File: config.mk
export PLATFORM = sky130hd
export DESIGN_NAME = modbus_rtu_slave_frame_engine_core
export DESIGN_NICKNAME = d
export VERILOG_FILES = /design/src/sv/mrs_pkg.sv /design/src/sv/mrs_datapath.sv /design/src/sv/mrs_ctrl.sv /design/src/sv/modbus_rtu_slave_frame_engine_core.sv
export VERILOG_INCLUDE_DIRS = /design/src /design/src/sv
export SDC_FILE = /design/constraint.sdc
export NUM_CORES = 2
export LEC_CHECK = 0
export ABC_AREA = 1
export BUFFER_PORTS_ARGS = -buffer_cell sky130_fd_sc_hd__buf_4
export CAP_MARGIN = 0
export CORE_MARGIN = 2
export CORE_UTILIZATION = 47
export DETAILED_ROUTE_END_ITERATION = 16
export GPL_TIMING_DRIVEN = 1
export MAX_ROUTING_LAYER = met4
export SLEW_MARGIN = 20
export SYNTH_ARGS = -nofsm -noshare
export SYNTH_HDL_FRONTEND = slang
export SYNTH_SLANG_ARGS = --single-unit
File: constraint.sdc
create_clock -name clk_i -period 3.11 [get_ports clk_i]
set_input_delay 0.4665 -clock clk_i [delete_from_list [all_inputs] [get_ports clk_i]]
set_output_delay 0.4665 -clock clk_i [all_outputs]
set_load 0.02 [all_outputs]
File: src/sv/modbus_rtu_slave_frame_engine_core_assert.svh
// Assertion macros for the Modbus RTU slave frame engine.
`ifndef MODBUS_RTU_SLAVE_FRAME_ENGINE_CORE_ASSERT_SVH
`define MODBUS_RTU_SLAVE_FRAME_ENGINE_CORE_ASSERT_SVH
// Implication checked on every clock edge outside reset.
`define MRS_ASSERT_IMPL(label, clk, rst_n, ante, cons, msg) \
  label: assert property (@(posedge clk) disable iff (!rst_n) (ante) |-> (cons)) \
    else $error(msg);
// Implication checked in the cycle after the antecedent.
`define MRS_ASSERT_NEXT(label, clk, rst_n, ante, cons, msg) \
  label: assert property (@(posedge clk) disable iff (!rst_n) (ante) |=> (cons)) \
    else $error(msg);
`endif

File: src/sv/mrs_pkg.sv
// Shared types and constants for the Modbus RTU slave frame engine.
package mrs_pkg;
  localparam int unsigned NumRegsDefault    = 64;
  localparam int unsigned MaxReadRegsDefault = 16;
  localparam logic [15:0] CrcInit  = 16'hFFFF;
  localparam logic [15:0] CrcPoly  = 16'hA001;
  localparam logic [7:0]  AddrReset = 8'h01;
  localparam logic [7:0]  FuncRead  = 8'd3;
  localparam logic [7:0]  FuncWrite = 8'd6;
  localparam int unsigned FrameLen  = 8;

  // Byte source for the output register.
  typedef enum logic [1:0] {
    SRC_STORE = 2'd0,
    SRC_REG   = 2'd1,
    SRC_CRC   = 2'd2,
    SRC_CNT   = 2'd3
  } src_e;

  // Controller to datapath commands.
  typedef struct packed {
    logic       absorb;     // take rx byte into store, count, start crc
    logic       crc_step;   // one crc bit step
    logic       frame_clr;  // reset count and crc
    logic       tx_crc_clr; // reset response crc
    logic       tx_crc_load;// xor byte into response crc
    logic       tx_crc_step;
    logic       reg_wr;
    logic       reg_rd;     // not read by the datapath, which reads the register file at the read pointer
    logic       ptr_init;
    logic       ptr_inc;
    logic       out_load;
    src_e       src;
    logic [2:0] idx;        // store index or crc byte select
    logic       hi;         // register half
    logic       last;
  } cmd_t;

  // Datapath status for the controller.
  typedef struct packed {
    logic frame_ok;
    logic is_read;
    logic read_ok;
    logic is_write;
    logic write_ok;
    logic out_busy;
    logic qty_done;
  } sts_t;

  function automatic logic [15:0] crc_bit(input logic [15:0] c);
    crc_bit = c[0] ? ((c >> 1) ^ CrcPoly) : (c >> 1);
  endfunction
endpackage

File: src/sv/mrs_datapath.sv
// Datapath: frame store, bit-serial CRCs, register file and output register.
module mrs_datapath #(
  parameter int unsigned NUM_REGS      = mrs_pkg::NumRegsDefault,
  parameter int unsigned MAX_READ_REGS = mrs_pkg::MaxReadRegsDefault
) (
  input  logic           clk_i,
  input  logic           rst_ni,
  input  logic [7:0]     rx_byte_i,
  input  logic [7:0]     slave_address_i,
  input  mrs_pkg::cmd_t  cmd_i,
  output mrs_pkg::sts_t  sts_o,
  input  logic           tx_ready_i,
  output logic           tx_valid_o,
  output logic [7:0]     tx_byte_o,
  output logic           tx_last_o
);
  localparam int unsigned AW = (NUM_REGS > 1) ? $clog2(NUM_REGS) : 1;

  logic [7:0]  store_q [mrs_pkg::FrameLen];
  logic [7:0]  cnt_q;
  logic [15:0] crc_q, tcrc_q;
  logic [15:0] mem [NUM_REGS];
  logic [NUM_REGS-1:0] vld_q;
  logic [15:0] rd_q;
  logic        rd_vld_q;
  logic [AW-1:0] ptr_q;
  logic [15:0] left_q;
  logic        tv_q;
  logic [7:0]  tb_q;
  logic        tl_q;
  logic [15:0] a_w, q_w, rdata;
  logic [7:0]  obyte;

  assign a_w = {store_q[2], store_q[3]};
  assign q_w = {store_q[4], store_q[5]};

  always_ff @(posedge clk_i) begin
    if (cmd_i.absorb && cnt_q < 8'(mrs_pkg::FrameLen)) begin
      store_q[cnt_q[2:0]] <= rx_byte_i;
    end
    if (cmd_i.reg_wr) begin
      mem[a_w[AW-1:0]] <= q_w;
    end
    rd_q <= mem[ptr_q];
  end

  always_ff @(posedge clk_i or negedge rst_ni) begin
    if (!rst_ni) begin
      cnt_q    <= '0;
      crc_q    <= mrs_pkg::CrcInit;
      tcrc_q   <= mrs_pkg::CrcInit;
      vld_q    <= '0;
      rd_vld_q <= 1'b0;
      ptr_q    <= '0;
      left_q   <= '0;
      tv_q     <= 1'b0;
      tb_q     <= '0;
      tl_q     <= 1'b0;
    end else begin
      if (cmd_i.frame_clr) begin
        cnt_q <= '0;
        crc_q <= mrs_pkg::CrcInit;
      end else if (cmd_i.absorb) begin
        if (cnt_q != 8'hFF) cnt_q <= cnt_q + 8'd1;
        crc_q <= crc_q ^ {8'h00, rx_byte_i};
      end else if (cmd_i.crc_step) begin
        crc_q <= mrs_pkg::crc_bit(crc_q);
      end
      if (cmd_i.tx_crc_clr) tcrc_q <= mrs_pkg::CrcInit;
      else if (cmd_i.tx_crc_load) tcrc_q <= tcrc_q ^ {8'h00, obyte};
      else if (cmd_i.tx_crc_step) tcrc_q <= mrs_pkg::crc_bit(tcrc_q);
      if (cmd_i.reg_wr) vld_q[a_w[AW-1:0]] <= 1'b1;
      rd_vld_q <= vld_q[ptr_q];
      if (cmd_i.ptr_init) begin
        ptr_q  <= a_w[AW-1:0];
        left_q <= q_w;
      end else if (cmd_i.ptr_inc) begin
        ptr_q  <= ptr_q + AW'(1);
        left_q <= left_q - 16'd1;
      end
      if (cmd_i.out_load) begin
        tv_q <= 1'b1;
        tb_q <= obyte;
        tl_q <= cmd_i.last;
      end else if (tv_q && tx_ready_i) begin
        tv_q <= 1'b0;
      end
    end
  end

  assign rdata = rd_vld_q ? rd_q : 16'h0000;

  always_comb begin
    case (cmd_i.src)
      mrs_pkg::SRC_STORE: obyte = store_q[cmd_i.idx];
      mrs_pkg::SRC_REG:   obyte = cmd_i.hi ? rdata[15:8] : rdata[7:0];
      mrs_pkg::SRC_CRC:   obyte = cmd_i.idx[0] ? tcrc_q[15:8] : tcrc_q[7:0];
      mrs_pkg::SRC_CNT:   obyte = {q_w[6:0], 1'b0};
      default:            obyte = store_q[cmd_i.idx];
    endcase
  end

  always_comb begin
    sts_o.frame_ok = (cnt_q == 8'(mrs_pkg::FrameLen)) && (crc_q == 16'h0000) &&
                     (store_q[0] == slave_address_i);
    sts_o.is_read  = (store_q[1] == mrs_pkg::FuncRead);
    sts_o.is_write = (store_q[1] == mrs_pkg::FuncWrite);
    sts_o.read_ok  = (q_w != 16'd0) && (q_w <= 16'(MAX_READ_REGS)) &&
                     ({1'b0, a_w} + {1'b0, q_w} <= 17'(NUM_REGS));
    sts_o.write_ok = ({1'b0, a_w} < 17'(NUM_REGS));
    sts_o.out_busy = tv_q && !tx_ready_i;
    sts_o.qty_done = (left_q == 16'd0);
  end

  assign tx_valid_o = tv_q;
  assign tx_byte_o  = tb_q;
  assign tx_last_o  = tl_q;
endmodule

File: src/sv/mrs_ctrl.sv
// Controller: receive sequencing and response byte scheduling.
module mrs_ctrl (
  input  logic          clk_i,
  input  logic          rst_ni,
  input  logic          rx_valid_i,
  input  logic          frame_end_i,
  output logic          rx_ready_o,
  output mrs_pkg::cmd_t cmd_o,
  input  mrs_pkg::sts_t sts_i,
  output logic          idle_o
);
  typedef enum logic [3:0] {
    S_IDLE, S_CRC, S_CHECK, S_ECHO, S_RHDR, S_RADDR, S_RWAIT, S_RBYTE,
    S_CRCLOAD, S_CRCBIT, S_TCRC
  } state_e;

  typedef enum logic [1:0] { N_HDR, N_HI, N_LO } next_e;

  state_e     state_q;
  logic [2:0] bit_q, idx_q;
  logic       end_q;
  next_e      nxt_q;
  logic       hi_q;

  assign rx_ready_o = (state_q == S_IDLE);
  assign idle_o     = (state_q == S_IDLE);

  always_comb begin
    cmd_o = '0;
    cmd_o.src = mrs_pkg::SRC_STORE;
    cmd_o.idx = idx_q;
    cmd_o.hi  = hi_q;
    case (state_q)
      S_IDLE:  cmd_o.absorb = rx_valid_i;
      S_CRC:   cmd_o.crc_step = 1'b1;
      S_CHECK: begin
        cmd_o.frame_clr = 1'b1;
        cmd_o.reg_wr = sts_i.frame_ok && sts_i.is_write && sts_i.write_ok;
        cmd_o.ptr_init = 1'b1;
        cmd_o.tx_crc_clr = 1'b1;
      end
      S_ECHO: begin
        cmd_o.out_load = !sts_i.out_busy;
        cmd_o.last = (idx_q == 3'd7);
      end
      S_RHDR: begin
        cmd_o.src = (idx_q == 3'd2) ? mrs_pkg::SRC_CNT : mrs_pkg::SRC_STORE;
        cmd_o.out_load = !sts_i.out_busy;
        cmd_o.tx_crc_load = !sts_i.out_busy;
      end
      S_RBYTE: begin
        cmd_o.src = mrs_pkg::SRC_REG;
        cmd_o.out_load = !sts_i.out_busy;
        cmd_o.tx_crc_load = !sts_i.out_busy;
        cmd_o.ptr_inc = !sts_i.out_busy && !hi_q;
      end
      S_CRCBIT: cmd_o.tx_crc_step = 1'b1;
      S_TCRC: begin
        cmd_o.src = mrs_pkg::SRC_CRC;
        cmd_o.out_load = !sts_i.out_busy;
        cmd_o.last = idx_q[0];
      end
      default: ;
    endcase
  end

  always_ff @(posedge clk_i or negedge rst_ni) begin
    if (!rst_ni) begin
      state_q <= S_IDLE;
      bit_q   <= '0;
      idx_q   <= '0;
      end_q   <= 1'b0;
      nxt_q   <= N_HDR;
      hi_q    <= 1'b0;
    end else begin
      case (state_q)
        S_IDLE: if (rx_valid_i) begin
          end_q   <= frame_end_i;
          bit_q   <= '0;
          state_q <= S_CRC;
        end
        S_CRC: begin
          bit_q <= bit_q + 3'd1;
          if (bit_q == 3'd7) state_q <= end_q ? S_CHECK : S_IDLE;
        end
        S_CHECK: begin
          idx_q <= '0;
          if (!sts_i.frame_ok) state_q <= S_IDLE;
          else if (sts_i.is_write && sts_i.write_ok) state_q <= S_ECHO;
          else if (sts_i.is_read && sts_i.read_ok) state_q <= S_RHDR;
          else state_q <= S_IDLE;
        end
        S_ECHO: if (!sts_i.out_busy) begin
          idx_q <= idx_q + 3'd1;
          if (idx_q == 3'd7) state_q <= S_IDLE;
        end
        S_RHDR: if (!sts_i.out_busy) begin
          idx_q   <= idx_q + 3'd1;
          nxt_q   <= (idx_q == 3'd2) ? N_HI : N_HDR;
          bit_q   <= '0;
          state_q <= S_CRCBIT;
        end
        S_RADDR: state_q <= S_RWAIT;
        S_RWAIT: begin
          hi_q    <= 1'b1;
          state_q <= S_RBYTE;
        end
        S_RBYTE: if (!sts_i.out_busy) begin
          nxt_q   <= hi_q ? N_LO : N_HI;
          hi_q    <= 1'b0;
          bit_q   <= '0;
          state_q <= S_CRCBIT;
        end
        S_CRCBIT: begin
          bit_q <= bit_q + 3'd1;
          if (bit_q == 3'd7) begin
            case (nxt_q)
              N_HDR: state_q <= S_RHDR;
              N_LO:  state_q <= S_RBYTE;
              N_HI: begin
                if (sts_i.qty_done) begin
                  idx_q   <= '0;
                  state_q <= S_TCRC;
                end else begin
                  state_q <= S_RADDR;
                end
              end
              default: state_q <= S_IDLE;
            endcase
          end
        end
        S_TCRC: if (!sts_i.out_busy) begin
          idx_q <= idx_q + 3'd1;
          if (idx_q[0]) state_q <= S_IDLE;
        end
        default: state_q <= S_IDLE;
      endcase
    end
  end
endmodule

File: src/sv/modbus_rtu_slave_frame_engine_core.sv
// Top level of the Modbus RTU slave frame engine.
// Usage:
//  rx channel (rx_valid_i/rx_ready_o) takes one request byte per item with
//  frame_end_i on the final byte. Each byte takes a load step and then
//  eight bit-serial steps of the request CRC shifter; the next byte waits.
//  At frame end a check state decides: a good function 6 frame writes the
//  register and echoes 8 bytes; a good function 3 frame returns the header,
//  the registers high byte first and the CRC low byte first.
//  The first response item is loaded into the output register once the CRC
//  steps and the check state for the last request byte have run.
//  Response items leave on tx_valid_o/tx_ready_o through an output register.
//  Read header and register bytes are each loaded and followed by eight
//  response CRC steps; high bytes follow the S_RADDR/S_RWAIT read states.
//  The two CRC bytes and echo bytes leave one per cycle unless stalled.
//  No request byte is taken while a response is running. A stalled receiver
//  holds the output register and the sequencer waits on it.
//  cfg channel writes slave_address; always ready; reset value 1.
//  Reset clears the register file (valid bits), the byte count and the CRC;
//  no clearing pass is needed.
module modbus_rtu_slave_frame_engine_core #(
  parameter int unsigned NUM_REGS      = mrs_pkg::NumRegsDefault,
  parameter int unsigned MAX_READ_REGS = mrs_pkg::MaxReadRegsDefault
) (
  input  logic       clk_i,
  input  logic       rst_ni,
  input  logic       rx_valid_i,
  output logic       rx_ready_o,
  input  logic [7:0] rx_byte_i,
  input  logic       frame_end_i,
  output logic       tx_valid_o,
  input  logic       tx_ready_i,
  output logic [7:0] tx_byte_o,
  output logic       tx_last_o,
  input  logic       cfg_valid_i,
  output logic       cfg_ready_o,
  input  logic [7:0] cfg_data_i
);
  `include "modbus_rtu_slave_frame_engine_core_assert.svh"

  logic [7:0]    addr_q;
  mrs_pkg::cmd_t cmd;
  mrs_pkg::sts_t sts;
  logic          idle;

  assign cfg_ready_o = 1'b1;

  always_ff @(posedge clk_i or negedge rst_ni) begin
    if (!rst_ni) begin
      addr_q <= mrs_pkg::AddrReset;
    end else if (cfg_valid_i) begin
      addr_q <= cfg_data_i;
    end
  end

  mrs_ctrl u_ctrl (
    .clk_i, .rst_ni, .rx_valid_i, .frame_end_i, .rx_ready_o,
    .cmd_o(cmd), .sts_i(sts), .idle_o(idle)
  );

  mrs_datapath #(.NUM_REGS(NUM_REGS), .MAX_READ_REGS(MAX_READ_REGS)) u_dp (
    .clk_i, .rst_ni, .rx_byte_i, .slave_address_i(addr_q),
    .cmd_i(cmd), .sts_o(sts), .tx_ready_i, .tx_valid_o, .tx_byte_o, .tx_last_o
  );

  `MRS_ASSERT_IMPL(a_no_load_when_busy, clk_i, rst_ni, cmd.out_load, !sts.out_busy,
    "output register overwritten while stalled")
  `MRS_ASSERT_IMPL(a_absorb_idle, clk_i, rst_ni, cmd.absorb, idle,
    "byte absorbed outside idle")
  `MRS_ASSERT_NEXT(a_rx_then_busy, clk_i, rst_ni, rx_valid_i && rx_ready_o, !rx_ready_o,
    "request byte taken twice")
endmodule

==> impl_results.md <==
- RSZ-0062 raised after global routing: false
- Total grt overflow: 0
- Worst Setup Start Kind: register
- Sw power: around 0.019 W
- Layout area overhead: 13.7%
- CP Max Fanout: 16
- WP data required: 3.53 ns
- Pwr Density: 862 nW/um^2
- Seq pwr share: 38.6%
- Final #Nets: 4593
- Synth Cell Area: between 50000 and 60000 um^2
- Final hold viol count: 0
- Clock Power Share: 30.0%
- Clock latency on the worst-skew pair: between 0.7 and 0.8 ns
- FF+latch count, synth: 1263
- Leakage power: 20.8 nW
- Pint: 0.0328 W
- Die area: 115000 um^2
- Min Clock Period, post-route: 2.83 ns
- Combinational power share: 31.4%
- Clock Skews: 0.0221 ns
- Most common cell after layout, fill and taps aside: edfxtp_1
- Unique cell type count in the Yosys netlist: 60
- Detailed-route via count: between 30000 and 40000
- Setup CP Type: register to register
- Synth top area share: 62.1%
- Syn Inst Count: 4442
- Worst-path clk slew: around 0.060 ns
- Htree depth: 4
- DIE WIDTH: about 340 um
- CTS tree: yes
- Internal reg-to-reg setup slack: between 0.2 and 0.3 ns
- Die H: 338 um
- Top Ports: 34
- Initial antenna violation count: 1
- Max Cap Viol: 0
- Pin count of the biggest net entering global routing: 145
- Vias in the first global route: around 34000
- Achievable Freq: 353 MHz
- DP Wirelength: a little under 90000 um
- Max-slew headroom: 25.7%
- Fin crit share: 91.1%
- # rows: 122
- Fin area: 59800 um^2
- Worst-margin pin slew: 1.11 ns
- First-pass GRT wire length: 224000 um
- Drt pass-1 iters: 6
- Peak VDD IR: 0.987 mV
- GP Congestion: 0.890
- Port Buffer Count: 32
- Arr. time, crit path: 3.25 ns
- Net Count, Synth: 4491
- Most frequent cells in the layout: edfxtp_1 (1088), nor2_1 (656), o21ai_0 (639), nand2_1 (476), nand3_1 (205)
- DR WL/cell: approximately 25 um
- Initial Utilization: 47.4%
- Total negative slack: 0 ns
- Share of cells above drive strength 1: 11.8%
- Initial drt markers: 4429
- Syn_area_per_cell: between 10 and 15 um^2
- CTS root buf: clkbuf_16
- Crit end category: register
- Total CTS buffers: 133
- DRT antenna net count: 0
- Number of synthesized flops with an enable pin: 1088
- Hold WC Path Type: primary input to register
- Placed cell count: 5884
- Main synth FF type: edfxtp_1
- Status: completed
- Ys Warns: 0
- Placed Instance Area: roughly 55000 um^2
- Slew Limit Fails: 0
- Top post-synthesis cells by area: edfxtp_1 (62%), o21ai_0 (6.1%), dfrtp_1 (6.0%), nor2_1 (4.7%), nand2_1 (3.4%)
- Final Non-Filler Cells: about 6000
- Core area: 111000 um^2
- Yosys top cell by area: edfxtp_1
- Final wirelength: around 150000 um
- Final setup fails: 0
- Total Routing Usage GR: between 20% and 30%
- Residual DRC: 0
- Seq/Total Area, Yosys: 70.4%
- Via/cell ratio: 5.88
- Fillers: 9447
- FFs w/ async S/R, synth: around 13%
- Max clock buf depth: 3
- Sw frac: a little over a third
- CTS sink count: 1263
## per-stage QoR
step	utilization (%)	total power (W)	hold WS (ns)	worst slack, ns
after floorplan	-	0.0299	0.171	0.248
after global placement	50.0	0.0361	0.433	0.343
after detailed placement	50.0	0.0362	0.436	0.328
after CTS	54.0	0.0516	0.00378	0.314
after global routing	54.0	0.0539	0.0326	0.0779
final	54.0	0.0516	0.0339	0.278
## power groups by stage
stage / sequential [W] / clock (W) / combinational (W)
final: 0.0199 / 0.0154 / 0.0162
after detailed placement: 0.0203 / 0 / 0.0160
after global routing: 0.0200 / 0.0163 / 0.0176
after CTS: 0.0199 / 0.0157 / 0.0160
after global placement: 0.0202 / 0 / 0.0159
after floorplan: 0.0202 / 0 / 0.00976
## critical path, stage by stage, from the launching register on
cell	delay, ns
dfrtp_1	0.41
nor2_1	0.13
nand3_1	0.14
nor4_1	0.32
nand4_1	0.17
nor2_2	0.25
nand4_1	0.51
nor2_1	0.25
buf_4	0.31
## Yosys cell counts (20+ instances only)
| library cell | instances |
|---|---|
| buf_1 | 20 |
| inv_1 | 173 |
| nor3_1 | 26 |
| o221ai_1 | 107 |
| o21ai_1 | 24 |
| o21bai_1 | 35 |
| dfrtp_1 | 126 |
| o21ai_0 | 639 |
| nand4_1 | 68 |
| ha_1 | 26 |
| o211ai_1 | 49 |
| buf_2 | 60 |
| nor2_2 | 30 |
| edfxtp_1 | 1088 |
| nand2_1 | 476 |
| o22ai_1 | 174 |
| a21oi_1 | 86 |
| clkbuf_1 | 182 |
| nand3_1 | 205 |
| nor2_1 | 663 |
| dfstp_2 | 33 |
## registers in the layout, summed over array words and instances, names as in the netlist
register,count
u_dp.crc_q,16
u_dp.tx_valid_o,1
u_dp.left_q,16
u_dp.tx_byte_o,8
u_dp.rd_vld_q,1
u_dp.mem,1024
u_ctrl.bit_q,3
u_dp.tcrc_q,16
u_dp.cnt_q,8
u_ctrl.end_q,1
u_ctrl.state_q,4
u_dp.ptr_q,6
u_dp.store_q,64
u_ctrl.idx_q,3
u_ctrl.nxt_q,2
u_dp.tx_last_o,1
u_dp.rd_q,16
u_ctrl.hi_q,1
u_dp.vld_q,64
addr_q,8
## worst paths after layout
path / cells past startpoint / from / endpoint
worst max-delay path: 8 / u_dp.cnt_q[6]$_DFFE_PN0P_ / u_dp.mem[62][2]$_DFFE_PP_
worst min-delay path: 2 / cfg_valid_i / addr_q[4]$_DFFE_PN0P_
worst max register to register: 8 / u_dp.cnt_q[6]$_DFFE_PN0P_ / u_dp.mem[62][2]$_DFFE_PP_
worst min register to register: 2 / u_dp.vld_q[26]$_DFFE_PN0P_ / u_dp.vld_q[26]$_DFFE_PN0P_
max in group asynchronous: 3 / rst_ni / u_dp.vld_q[8]$_DFFE_PN0P_
min in group asynchronous: 2 / rst_ni / u_ctrl.state_q[3]$_DFFE_PN0P_
## area by class of cell
cell class              count  area, um^2  area share (%)
diodes                      1        2.50         0.00419
clock buffers             181        3740            6.25
clock inverters            60         474           0.793
inverters                 195         751            1.26
multi-input cells        2714       13700            23.0
flip-flops and latches   1263       37000            61.9
well taps                1488        1860            3.11
repair buffers            237        2220            3.71
## cells by family (layout without fill, tap and decap cells)
group           after synthesis  after routing  synth area share [%]
flops                      1263           1263                  70.4
simple gates               1522           1522                  12.4
buf+inv                     465            673                  3.54
other cells                   1              2               0.00713
compound gates             1139           1139                  12.6
mux                           4              4                0.0833
xor+xnor                     21             21                 0.350
fa+ha+maj                    27             27                 0.657
## metal layers
| metal | vias to the layer above | track usage [%] | share of wire (%) |
|---|---|---|---|
| met3 | 231 | 4.08 | 7.8 |
| met2 | 1454 | 40.0 | 46 |
| met4 | 0 | 8.10 | 2.7 |
| met1 | 18029 | 38.4 | 44 |
| li1 | 16405 | - | - |
| met5 | - | - | 0 |
## repair_timing
item	4_1_cts	5_1_grt
gates resized for setup	0	0
hold endpoints to repair	77	0
hold buffers	13	0
buffers inserted	0	0
Power figures use the tool's default switching activity.
